`config.mk`:
```
export PLATFORM = sky130hd
export DESIGN_NAME = block_satd_hadamard4x4_top
export DESIGN_NICKNAME = d
export VERILOG_FILES = /design/src/hdl/satd_pkg.sv /design/src/hdl/satd_row.sv /design/src/hdl/satd_lane.sv /design/src/hdl/satd_merge.sv /design/src/hdl/block_satd_hadamard4x4_top.sv
export VERILOG_INCLUDE_DIRS = /design/src /design/src/hdl
export SDC_FILE = /design/constraint.sdc
export NUM_CORES = 2
export LEC_CHECK = 0
export BUFFER_PORTS_ARGS = -buffer_cell sky130_fd_sc_hd__buf_2
export CORE_MARGIN = 2
export CORE_UTILIZATION = 35
export CTS_BUF_LIST = sky130_fd_sc_hd__clkbuf_4 sky130_fd_sc_hd__clkbuf_8 sky130_fd_sc_hd__clkbuf_16
export CTS_CLUSTER_SIZE = 40
export DETAILED_ROUTE_END_ITERATION = 10
export PLACE_DENSITY = 0.49
export RECOVER_POWER = 25
export SYNTH_ARGS = -nofsm -noshare
export SYNTH_HDL_FRONTEND = slang
export SYNTH_SLANG_ARGS = --single-unit
```
`constraint.sdc`:
```
create_clock -name clk -period 12.78 [get_ports clk]
set_clock_uncertainty 0.2 [all_clocks]
set_input_delay 0 -clock clk [delete_from_list [all_inputs] [get_ports clk]]
set_output_delay 0 -clock clk [all_outputs]
set_load 0.05 [all_outputs]
```
`src/hdl/block_satd_hadamard4x4_top_assert.svh`:
```
// Assertion macros shared by the SATD block, clocked on clk, off during reset.
`ifndef BLOCK_SATD_HADAMARD4X4_TOP_ASSERT_SVH
`define BLOCK_SATD_HADAMARD4X4_TOP_ASSERT_SVH

// Same-cycle implication.
`define SATD_ASSERT_NOW(lbl, ante, cons, msg) \
  lbl: assert property (@(posedge clk) disable iff (!rst_n) (ante) |-> (cons)) \
    else $error(msg);

// Next-cycle implication.
`define SATD_ASSERT_NEXT(lbl, ante, cons, msg) \
  lbl: assert property (@(posedge clk) disable iff (!rst_n) (ante) |=> (cons)) \
    else $error(msg);

`endif

```
`src/hdl/satd_pkg.sv`:
```
// Shared types and constants of the 4x4 Hadamard SATD block.
`timescale 1ns / 1ps
package satd_pkg;

  // Block shape codes
  localparam logic [2:0] SHAPE_4X4   = 3'd0;
  localparam logic [2:0] SHAPE_8X8   = 3'd1;
  localparam logic [2:0] SHAPE_16X8  = 3'd2;
  localparam logic [2:0] SHAPE_8X16  = 3'd3;

  // Last row of a 4x4 sub-block
  localparam logic [1:0] ROW_LAST = 2'd3;

  // Control of the row stage, seen by the lanes and the merge stage
  typedef struct packed {
    logic       vld;
    logic [1:0] row;
  } satd_ctl_t;

  // Sub-blocks per total; unused codes count as 16x16
  function automatic logic [4:0] target_count(input logic [2:0] shape);
    logic [4:0] cnt;
    unique case (shape)
      SHAPE_4X4:  cnt = 5'd1;
      SHAPE_8X8:  cnt = 5'd4;
      SHAPE_16X8: cnt = 5'd8;
      SHAPE_8X16: cnt = 5'd8;
      default:    cnt = 5'd16;
    endcase
    return cnt;
  endfunction

endpackage

```
`src/hdl/satd_row.sv`:
```
// Row stage: pixel differences, horizontal 4-point Hadamard, row counter.
`timescale 1ns / 1ps
module satd_row #(
  parameter int PIXEL_BITS = 8
) (
  input  logic                          clk,
  input  logic                          rst_n,
  input  logic                          in_fire,
  input  logic                          advance,
  input  logic [PIXEL_BITS-1:0]         src_pix [4],
  input  logic [PIXEL_BITS-1:0]         ref_pix [4],
  output satd_pkg::satd_ctl_t           ctl,
  output logic signed [PIXEL_BITS+2:0]  row_coef [4]
);
  import satd_pkg::*;

  localparam int DW = PIXEL_BITS + 1;
  localparam int RW = PIXEL_BITS + 3;

  logic signed [DW-1:0] diff [4];
  logic signed [RW-1:0] s0, s1, d0, d1;
  logic signed [RW-1:0] coef_nxt [4];
  logic signed [RW-1:0] coef_r [4];
  logic [1:0]           row_cnt_r;
  satd_ctl_t            ctl_r;

  // Take differences and transform across the row
  always_comb begin
    for (int i = 0; i < 4; i++) begin
      diff[i] = $signed({1'b0, src_pix[i]}) - $signed({1'b0, ref_pix[i]});
    end
    s0 = RW'(diff[0]) + RW'(diff[2]);
    s1 = RW'(diff[1]) + RW'(diff[3]);
    d0 = RW'(diff[0]) - RW'(diff[2]);
    d1 = RW'(diff[1]) - RW'(diff[3]);
    coef_nxt[0] = s0 + s1;
    coef_nxt[1] = d0 + d1;
    coef_nxt[2] = d0 - d1;
    coef_nxt[3] = s0 - s1;
  end

  // Advance the row stage; count rows of each request
  always_ff @(posedge clk) begin
    if (!rst_n) begin
      ctl_r     <= '0;
      row_cnt_r <= '0;
    end else if (advance) begin
      ctl_r.vld <= in_fire;
      if (in_fire) begin
        ctl_r.row <= row_cnt_r;
        row_cnt_r <= row_cnt_r + 2'd1;
      end
    end
  end

  // Hold coefficients with their row
  always_ff @(posedge clk) begin
    if (in_fire) begin
      coef_r <= coef_nxt;
    end
  end

  assign ctl      = ctl_r;
  assign row_coef = coef_r;

endmodule

```
`src/hdl/satd_lane.sv`:
```
// Column lane: holds three row coefficients, then vertical Hadamard and abs sum.
`timescale 1ns / 1ps
module satd_lane #(
  parameter int PIXEL_BITS = 8
) (
  input  logic                          clk,
  input  logic                          advance,
  input  satd_pkg::satd_ctl_t           ctl,
  input  logic signed [PIXEL_BITS+2:0]  coef,
  output logic [PIXEL_BITS+6:0]         lane_sum
);
  import satd_pkg::*;

  localparam int RW = PIXEL_BITS + 3;
  localparam int CW = PIXEL_BITS + 5;
  localparam int SW = PIXEL_BITS + 7;

  logic signed [RW-1:0] col_r [3];
  logic signed [CW-1:0] s0, s1, d0, d1;
  logic signed [CW-1:0] vc [4];
  logic [CW-1:0]        mag [4];
  logic [SW-1:0]        sum_nxt;
  logic [SW-1:0]        sum_r;

  // Transform down the column and sum magnitudes
  always_comb begin
    s0 = CW'(col_r[0]) + CW'(col_r[2]);
    s1 = CW'(col_r[1]) + CW'(coef);
    d0 = CW'(col_r[0]) - CW'(col_r[2]);
    d1 = CW'(col_r[1]) - CW'(coef);
    vc[0] = s0 + s1;
    vc[1] = d0 + d1;
    vc[2] = d0 - d1;
    vc[3] = s0 - s1;
    for (int i = 0; i < 4; i++) begin
      mag[i] = vc[i][CW-1] ? CW'(-vc[i]) : CW'(vc[i]);
    end
    sum_nxt = SW'(mag[0]) + SW'(mag[1]) + SW'(mag[2]) + SW'(mag[3]);
  end

  // Store rows 0..2, register the sum on the last row
  always_ff @(posedge clk) begin
    if (advance && ctl.vld) begin
      unique case (ctl.row)
        2'd0:     col_r[0] <= coef;
        2'd1:     col_r[1] <= coef;
        2'd2:     col_r[2] <= coef;
        ROW_LAST: sum_r    <= sum_nxt;
      endcase
    end
  end

  assign lane_sum = sum_r;

endmodule

```
`src/hdl/satd_merge.sv`:
```
// Merge stage: add lane sums, round half, accumulate sub-blocks, output register.
`timescale 1ns / 1ps
module satd_merge #(
  parameter int PIXEL_BITS = 8
) (
  input  logic                       clk,
  input  logic                       rst_n,
  input  logic [2:0]                 shape,
  input  satd_pkg::satd_ctl_t        ctl,
  input  logic [PIXEL_BITS+6:0]      lane_sum [4],
  output logic                       advance,
  output logic                       s2_vld,
  input  logic                       out_ready,
  output logic                       out_valid,
  output logic [PIXEL_BITS+10:0]     out_total
);
  import satd_pkg::*;

  localparam int BW = PIXEL_BITS + 9;
  localparam int TW = PIXEL_BITS + 11;

  logic          s2_vld_r;
  logic [3:0]    sub_cnt_r;
  logic [TW-1:0] total_r;
  logic [TW-1:0] out_total_r;
  logic          out_valid_r;
  logic [BW-1:0] blk_sum;
  logic [BW-1:0] half;
  logic [TW-1:0] total_nxt;
  logic          done;
  logic          emit;
  logic          stall;

  // Combine lanes, round and test for the last sub-block
  always_comb begin
    blk_sum   = BW'(lane_sum[0]) + BW'(lane_sum[1]) + BW'(lane_sum[2]) + BW'(lane_sum[3]);
    half      = (blk_sum + BW'(1)) >> 1;
    total_nxt = total_r + TW'(half);
    done      = ({1'b0, sub_cnt_r} + 5'd1) >= target_count(shape);
    emit      = s2_vld_r && done;
    stall     = emit && out_valid_r && !out_ready;
  end

  // Advance the block-sum stage, the accumulator and the output valid flag
  always_ff @(posedge clk) begin
    if (!rst_n) begin
      s2_vld_r    <= 1'b0;
      sub_cnt_r   <= '0;
      total_r     <= '0;
      out_valid_r <= 1'b0;
    end else begin
      if (!stall) begin
        s2_vld_r <= ctl.vld && (ctl.row == ROW_LAST);
      end
      if (s2_vld_r && !stall) begin
        if (done) begin
          total_r   <= '0;
          sub_cnt_r <= '0;
        end else begin
          total_r   <= total_nxt;
          sub_cnt_r <= sub_cnt_r + 4'd1;
        end
      end
      if (emit && !stall) begin
        out_valid_r <= 1'b1;
      end else if (out_ready) begin
        out_valid_r <= 1'b0;
      end
    end
  end

  // Load the result register
  always_ff @(posedge clk) begin
    if (emit && !stall) begin
      out_total_r <= total_nxt;
    end
  end

  assign advance   = !stall;
  assign s2_vld    = s2_vld_r;
  assign out_valid = out_valid_r;
  assign out_total = out_total_r;

endmodule

```
`src/hdl/block_satd_hadamard4x4_top.sv`:
```
// Top level of the 4x4 Hadamard SATD block.
//
//  channel | direction | handshake              | payload
//  in      | input     | in_valid / in_ready    | in_src_pix0..3, in_ref_pix0..3
//  out     | output    | out_valid / out_ready  | out_satd_total
//  cfg     | input     | cfg_we                 | cfg_wdata (block shape)
//
// One row request is taken per cycle while the pipe does not stall; four lanes, one per column, run side by side.
// The row that closes the last sub-block passes the row register, lane sum and output register to give a total.
// The pipe stalls only when a total is ready while the previous one waits.
// Reset (rst_n low, synchronous) clears counters, accumulator and shape to 4x4.
`timescale 1ns / 1ps
`include "block_satd_hadamard4x4_top_assert.svh"
module block_satd_hadamard4x4_top #(
  parameter int PIXEL_BITS = 8
) (
  input  logic                   clk,
  input  logic                   rst_n,
  input  logic                   in_valid,
  output logic                   in_ready,
  input  logic [PIXEL_BITS-1:0]  in_src_pix0,
  input  logic [PIXEL_BITS-1:0]  in_src_pix1,
  input  logic [PIXEL_BITS-1:0]  in_src_pix2,
  input  logic [PIXEL_BITS-1:0]  in_src_pix3,
  input  logic [PIXEL_BITS-1:0]  in_ref_pix0,
  input  logic [PIXEL_BITS-1:0]  in_ref_pix1,
  input  logic [PIXEL_BITS-1:0]  in_ref_pix2,
  input  logic [PIXEL_BITS-1:0]  in_ref_pix3,
  output logic                   out_valid,
  input  logic                   out_ready,
  output logic [PIXEL_BITS+10:0] out_satd_total,
  input  logic                   cfg_we,
  input  logic [2:0]             cfg_wdata
);
  import satd_pkg::*;

  logic                         advance;
  logic                         in_fire;
  logic                         s2_vld;
  logic [2:0]                   shape_r;
  logic [PIXEL_BITS-1:0]        src_pix [4];
  logic [PIXEL_BITS-1:0]        ref_pix [4];
  logic signed [PIXEL_BITS+2:0] row_coef [4];
  logic [PIXEL_BITS+6:0]        lane_sum [4];
  satd_ctl_t                    ctl;

  assign in_ready = advance;
  assign in_fire  = in_valid && advance;

  assign src_pix[0] = in_src_pix0;
  assign src_pix[1] = in_src_pix1;
  assign src_pix[2] = in_src_pix2;
  assign src_pix[3] = in_src_pix3;
  assign ref_pix[0] = in_ref_pix0;
  assign ref_pix[1] = in_ref_pix1;
  assign ref_pix[2] = in_ref_pix2;
  assign ref_pix[3] = in_ref_pix3;

  // Hold the block shape
  always_ff @(posedge clk) begin
    if (!rst_n) begin
      shape_r <= SHAPE_4X4;
    end else if (cfg_we) begin
      shape_r <= cfg_wdata;
    end
  end

  satd_row #(.PIXEL_BITS(PIXEL_BITS)) u_row (
    .clk      (clk),
    .rst_n    (rst_n),
    .in_fire  (in_fire),
    .advance  (advance),
    .src_pix  (src_pix),
    .ref_pix  (ref_pix),
    .ctl      (ctl),
    .row_coef (row_coef)
  );

  // One lane per column
  for (genvar g = 0; g < 4; g++) begin : g_lane
    satd_lane #(.PIXEL_BITS(PIXEL_BITS)) u_lane (
      .clk      (clk),
      .advance  (advance),
      .ctl      (ctl),
      .coef     (row_coef[g]),
      .lane_sum (lane_sum[g])
    );
  end

  satd_merge #(.PIXEL_BITS(PIXEL_BITS)) u_merge (
    .clk       (clk),
    .rst_n     (rst_n),
    .shape     (shape_r),
    .ctl       (ctl),
    .lane_sum  (lane_sum),
    .advance   (advance),
    .s2_vld    (s2_vld),
    .out_ready (out_ready),
    .out_valid (out_valid),
    .out_total (out_satd_total)
  );

  // Stall only while a total waits in the output register
  `SATD_ASSERT_NOW(a_stall_needs_out, !in_ready, out_valid && !out_ready, "stall without waiting total")
  // A last row that advances reaches the block-sum stage
  `SATD_ASSERT_NEXT(a_last_row_moves, ctl.vld && (ctl.row == ROW_LAST) && advance, s2_vld, "last row lost")
  // A new total comes only from a completed sub-block
  `SATD_ASSERT_NOW(a_total_source, $rose(out_valid), $past(s2_vld), "total without sub-block")

endmodule
```
Word-level counts from Yosys, hierarchy flattened --
Memory sizes are Yosys's and may differ from the RTL's. Cells that the tools add are included.
Storage, ports and cells: input port bits 72, RAM bits 132, register bits after elaboration 156, memories kept 4, bits in latches 0, ROM bits 0
Cells by class: bitwise operators 1, multipliers 0, shift operators 0, muxes and demuxes 54, add/sub/neg operators 80, div/mod/pow operators 0, reduce and logical (&&, ||, !) cells 24, equal/unequal tests 6, $lt $le $gt $ge 1
Memories:
- g_lane[0].u_lane.col_r | depth 3, width 11, read ports 3, clocked after Yosys merged registers in 0, write ports 1, line satd_lane.sv:18 | logic signed [RW-1:0] col_r [3];
- g_lane[1].u_lane.col_r | depth 3, width 11, read ports 3, clocked after Yosys merged registers in 0, write ports 1, line satd_lane.sv:18
- g_lane[2].u_lane.col_r | depth 3, width 11, read ports 3, clocked after Yosys merged registers in 0, write ports 1, line satd_lane.sv:18
- g_lane[3].u_lane.col_r | depth 3, width 11, read ports 3, clocked after Yosys merged registers in 0, write ports 1, line satd_lane.sv:18
Operators with widths (number):
- $mux 13 | 16
- $neg 13->13 | 16
- $add 15x13->15 | 8
- $add 13x13->13 | 8
- $sub 13x13->13 | 8
- $add 11x11->12 | 8
- $sub 11x11->12 | 8
- $mux 11 | 8
- $reduce_or 11->1 | 8
- $add 13x13->14 | 4
- $sub 8x8->9 | 4
- $add 17x15->17 | 2
- $add 11x11->11 | 2
- $sub 11x11->11 | 2
- $add 9x9->10 | 2
- $sub 9x9->10 | 2
- $add 19x16->19 | 1
- $mux 1 | 19
- $mux 19 | 1
- $add 17x1->17 const B | 1
- $add 15x15->16 | 1
- $mux 2 | 8
- $pmux 5 s3 | 1
- $logic_and 1x1->1 | 8
- other kinds (16) | 20

Depth between registers and ports, before layout --
word-level depth 14, mapped depth 37, mapped depth without buffers 35

By module --
A second synthesis with hierarchy kept.
Unflattened totals: cells, all modules 4925, area total of the unflattened synthesis 42325.6 um2
By module, submodules not included:
- satd_lane (g_lane[2].u_lane ...) | instances 2, cells each 951, area each 8016.4 um2
- satd_lane (g_lane[1].u_lane) | instances 1, cells each 969, area each 8261.7 um2
- satd_lane (g_lane[0].u_lane) | instances 1, cells each 899, area each 7704.9 um2
- satd_row | instances 1, cells each 715, area each 6224.7 um2
- satd_merge | instances 1, cells each 430, area each 3986.3 um2
- block_satd_hadamard4x4_top | instances 1, cells each 10, area each 115.1 um2

Worst setup path after synthesis --
Ideal clock, no wire load.
path kind register to register, start point reg u_row.row_coef[0] (netlist name), end point reg g_lane[0].u_lane.sum_r[12] (data pin), stages on the path, launching flop included 33, setup time 0.261 ns, arrival 7.252 ns, buffers on the path 1, required time 12.319 ns, slack 5.067 ns, cells stage by stage edfxtp_1 ha_1 fa_1 a21oi_1 o21a_1 o21bai_1 a21oi_1 o31ai_1 a2111oi_0 nor3_1 ha_1 clkbuf_1 inv_1 o22ai_1 a2bb2oi_1 mux2_2 inv_1 fa_1 nor2b_1 o21ai_0 nand2b_1 a21o_1 a31o_2 a41oi_1 nand2b_1 xnor2_1 fa_1 inv_1 ha_1 and3_1 a2111oi_0 nor2_1 xor2_1
RTL lines:
- end signal: assignment | line satd_lane.sv:48 | ROW_LAST: sum_r <= sum_nxt;
- end: declaration | line satd_lane.sv:23 | logic [SW-1:0] sum_r;

==> flow_summary_export.csv <==
group,metric,value,unit
global_route,track_usage,17.6,%
routing,drc,0,
finish,fillers,11500,
critical_path,cp_data_arrival_time,9.13,ns
critical_path,slowest_stage,"o22ai_1",
placement,gp_congestion,0.828,
logic_synthesis,synth_compound_area_share,19.5,%
finish,nets,5543,
finish,layout_common_cells,"inv_1, ha_1, xnor2_1, a21oi_1, nor2_1",
clocking,cts_resized,0,
routing,wl_per_cell,16.6,µm
floorplan,rows,123,
routing,drtAntennaViolNets,0,
clocking,root_buffer,"clkbuf_16",
sta,fin_tns_setup,0,ns
sta,slew_headroom,25.7,%
finish,regArea,0.00796,mm²
critical_path,crit_type,"reg -> reg",
sta,rsz0062_at_grt,"false",
finish,multiInputGateArea,0.0290,mm²
floorplan,ios,93,
global_route,grt-busiest-layer,"met2",
logic_synthesis,synthCells,4662,
flow_run,cap_violations,0,
logic_synthesis,yosysSeqAreaShare,19.9,%
logic_synthesis,synth_top_family_by_area,"adder cells",
global_route,grt_pass1_wl,163000,µm
sta,maxSlewViolCount,0,
sta,finalCriticalPeriod,9.00,ns
finish,final_common_cell,"inv_1",
run_status,status,"finished, final reports clean",
sta,worst_slew_pin_slew,1.11,ns
critical_path,cp_common_cell,"ha_1",
routing,wl,103000,µm
logic_synthesis,async_flop_share,0,%
logic_synthesis,synth-simple-area-share,12.3,%
logic_synthesis,synth.avg_cell_area,8.56,µm²
clocking,clk_pin_slew,0.05,ns
critical_path,path_buf_inv,3,
floorplan,die_w,342,µm
logic_synthesis,synth.area.mux_share,0.662,%
logic_synthesis,synth_fa_ha_area_share,25.8,%
routing,viasPerCell,4.95,
critical_path,cp-start-kind,"flip-flop",
floorplan,dieArea,0.117,mm²
sta,hold_viol,0,
critical_path,worstPathMaxFanout,14,
clocking,cts-buffers-inserted,39,
sta,fmax,111,MHz
logic_synthesis,synth_xor_area_share,14.3,%
logic_synthesis,synth_area,0.0399,mm²
logic_synthesis,ys_ff_latch,276,
placement,portBuffers,92,
global_route,use_met2,28.7,%
floorplan,coreArea,0.113,mm²
global_route,antenna_found_initial,0,
global_route,overflow,0,
global_route,grt_max_degree,57,
floorplan,start_util,35.4,%
finish,areaGrowthSynthToFinish,8.84,%
clocking,cts_max_level,2,
min_path,worstHoldPathType,"in -> reg",
clocking,clk_latency,0.60,ns
routing,drt_iter0_drc,1494,
routing,routed-via-count,30900,
critical_path,cp.required,12.91,ns
logic_synthesis,ys_types,96,
sta,period_share,70.4,%
routing,first_pass_iters,5,
clocking,cts_sinks,276,
critical_path,max_stage_delay,0.83,ns
placement,hpwl,88800,µm
sta,report.final.setup_viol,0,
global_route,grt_pass1_vias,30400,
logic_synthesis,yosys_warnings,0,
global_route,met1_usage,24.7,%
clocking,cts.path.max_buffers,3,
logic_synthesis,synth-edff-count,243,
clocking,cts_tree,"done",
critical_path,crit_path_end_kind,"flip-flop",
logic_synthesis,synthFlopType,"edfxtp_1",
global_route,use_met3,1.96,%
finish,drive_gt1_share,4.97,%
critical_path,cpLargestDelayFamily,"compound AO/OA/AOI/OAI gates",
floorplan,die_h,342,µm
state kept, by name (all words and copies together), names as in the netlist, 2 cells and up:
register                cells
u_row.ctl                   3
u_merge.sub_cnt_r           4
u_row.row_cnt_r             2
u_row.row_coef             42
u_merge.out_total          19
shape_r                     3
u_merge.total_r            19
g_lane.u_lane.lane_sum     56
g_lane.u_lane.col_r       126
stage by stage:
stage	utilization [%]	instances	worst slack (ns)	hold slack, ns	area [µm²]
global route	38.5	6246	3.03	0.132	43400
floorplan	-	4664	5.07	-0.0462	39900
CTS	38.5	6246	3.76	0.0799	43400
detailed placement	37.2	6160	3.75	0.0687	41900
finish	38.5	6247	3.78	0.118	43400
global placement	37.2	6160	3.79	0.0681	41900
synth_stat cells, types with 9 or more instances:
cell type / count / share of area [%]
and2_1: 24 / 0.38
edfxtp_1: 243 / 18
a22oi_1: 17 / 0.32
inv_1: 665 / 6.3
o21a_1: 45 / 0.85
nor3_1: 92 / 1.2
nand2b_1: 62 / 0.97
a2111oi_0: 17 / 0.37
o21ai_0: 175 / 2.2
or3_1: 27 / 0.42
ha_1: 636 / 20
nand3b_1: 9 / 0.17
nor4_1: 23 / 0.36
nor2b_1: 88 / 1.4
o22ai_1: 9 / 0.14
a41oi_1: 12 / 0.26
nand2_1: 157 / 1.5
o31ai_1: 45 / 0.85
a22o_1: 11 / 0.24
fa_1: 116 / 5.8
xnor2_1: 439 / 9.6
nand3_1: 57 / 0.71
nor4b_1: 15 / 0.33
nor2_1: 312 / 2.9
clkbuf_1: 82 / 0.77
nor3b_1: 14 / 0.26
a21o_1: 119 / 2.2
a21boi_0: 19 / 0.36
or4_1: 12 / 0.23
nand4_1: 11 / 0.17
and3_1: 37 / 0.58
mux2i_1: 14 / 0.35
a211oi_1: 45 / 0.85
or2_2: 15 / 0.24
a21oi_1: 384 / 4.8
a31o_2: 13 / 0.29
buf_2: 21 / 0.26
dfxtp_1: 33 / 1.7
o211ai_1: 14 / 0.26
xor2_1: 211 / 4.6
mux2_2: 11 / 0.31
a31oi_1: 54 / 0.85
o21bai_1: 107 / 2.0
kinds of logic (layout without fill, tap and decap cells):
family / Yosys count / in the layout
compound gates: 1197 / 1197
other cells: 1 / 4
mux: 25 / 25
flops: 276 / 276
xor+xnor: 650 / 650
simple gates: 979 / 979
fa+ha+maj: 752 / 752
buf+inv: 782 / 864
worst reg2reg max path, delay by kind of cell, from the launching register on:
family	cells	cell delay, ns
flip-flops	1	0.39
AND/OR/NAND/NOR	4	0.94
AO/OA/AOI/OAI	17	4.62
buffers and inverters	3	0.24
adder cells (fa/ha/maj)	6	2.00
XOR/XNOR	2	0.33
path summary, 6_finish.rpt:
path,slack [ns],to,depth (start not counted),startpoint
hold / removal,0.12,u_row.ctl[0],4,in_valid
setup reg to reg,3.78,g_lane[1].u_lane.lane_sum[14],32,g_lane[2].u_lane.col_r[0][0]
setup / recovery,3.78,g_lane[1].u_lane.lane_sum[14],32,g_lane[2].u_lane.col_r[0][0]
hold reg to reg,0.28,u_merge.total_r[10],1,u_merge.total_r[10]
routing by layer:
metal / part of all wire [%] / routed length (µm)
met5: 0 / 0
met4: 2.1 / 2150
met3: 3.0 / 3120
met2: 45 / 46000
met1: 50 / 52100
cell type report:
type	count	area share, %
clock buffers	47	2.48
repair buffers	130	1.80
diodes	1	0.00576
well taps	1500	4.32
flip-flops and latches	276	18.3
inverters	666	5.76
clock inverters	21	0.576
multi-input cells	3606	66.7
what timing repair did:
item,in CTS,in global routing
endpoints found under the setup margin,0,0
hold endpoints to repair,42,0
buffers inserted,0,0
hold buffers,18,0
Power is not shown: default switching activity piles up to over one toggle a cycle in this logic, so the estimate is an artifact.
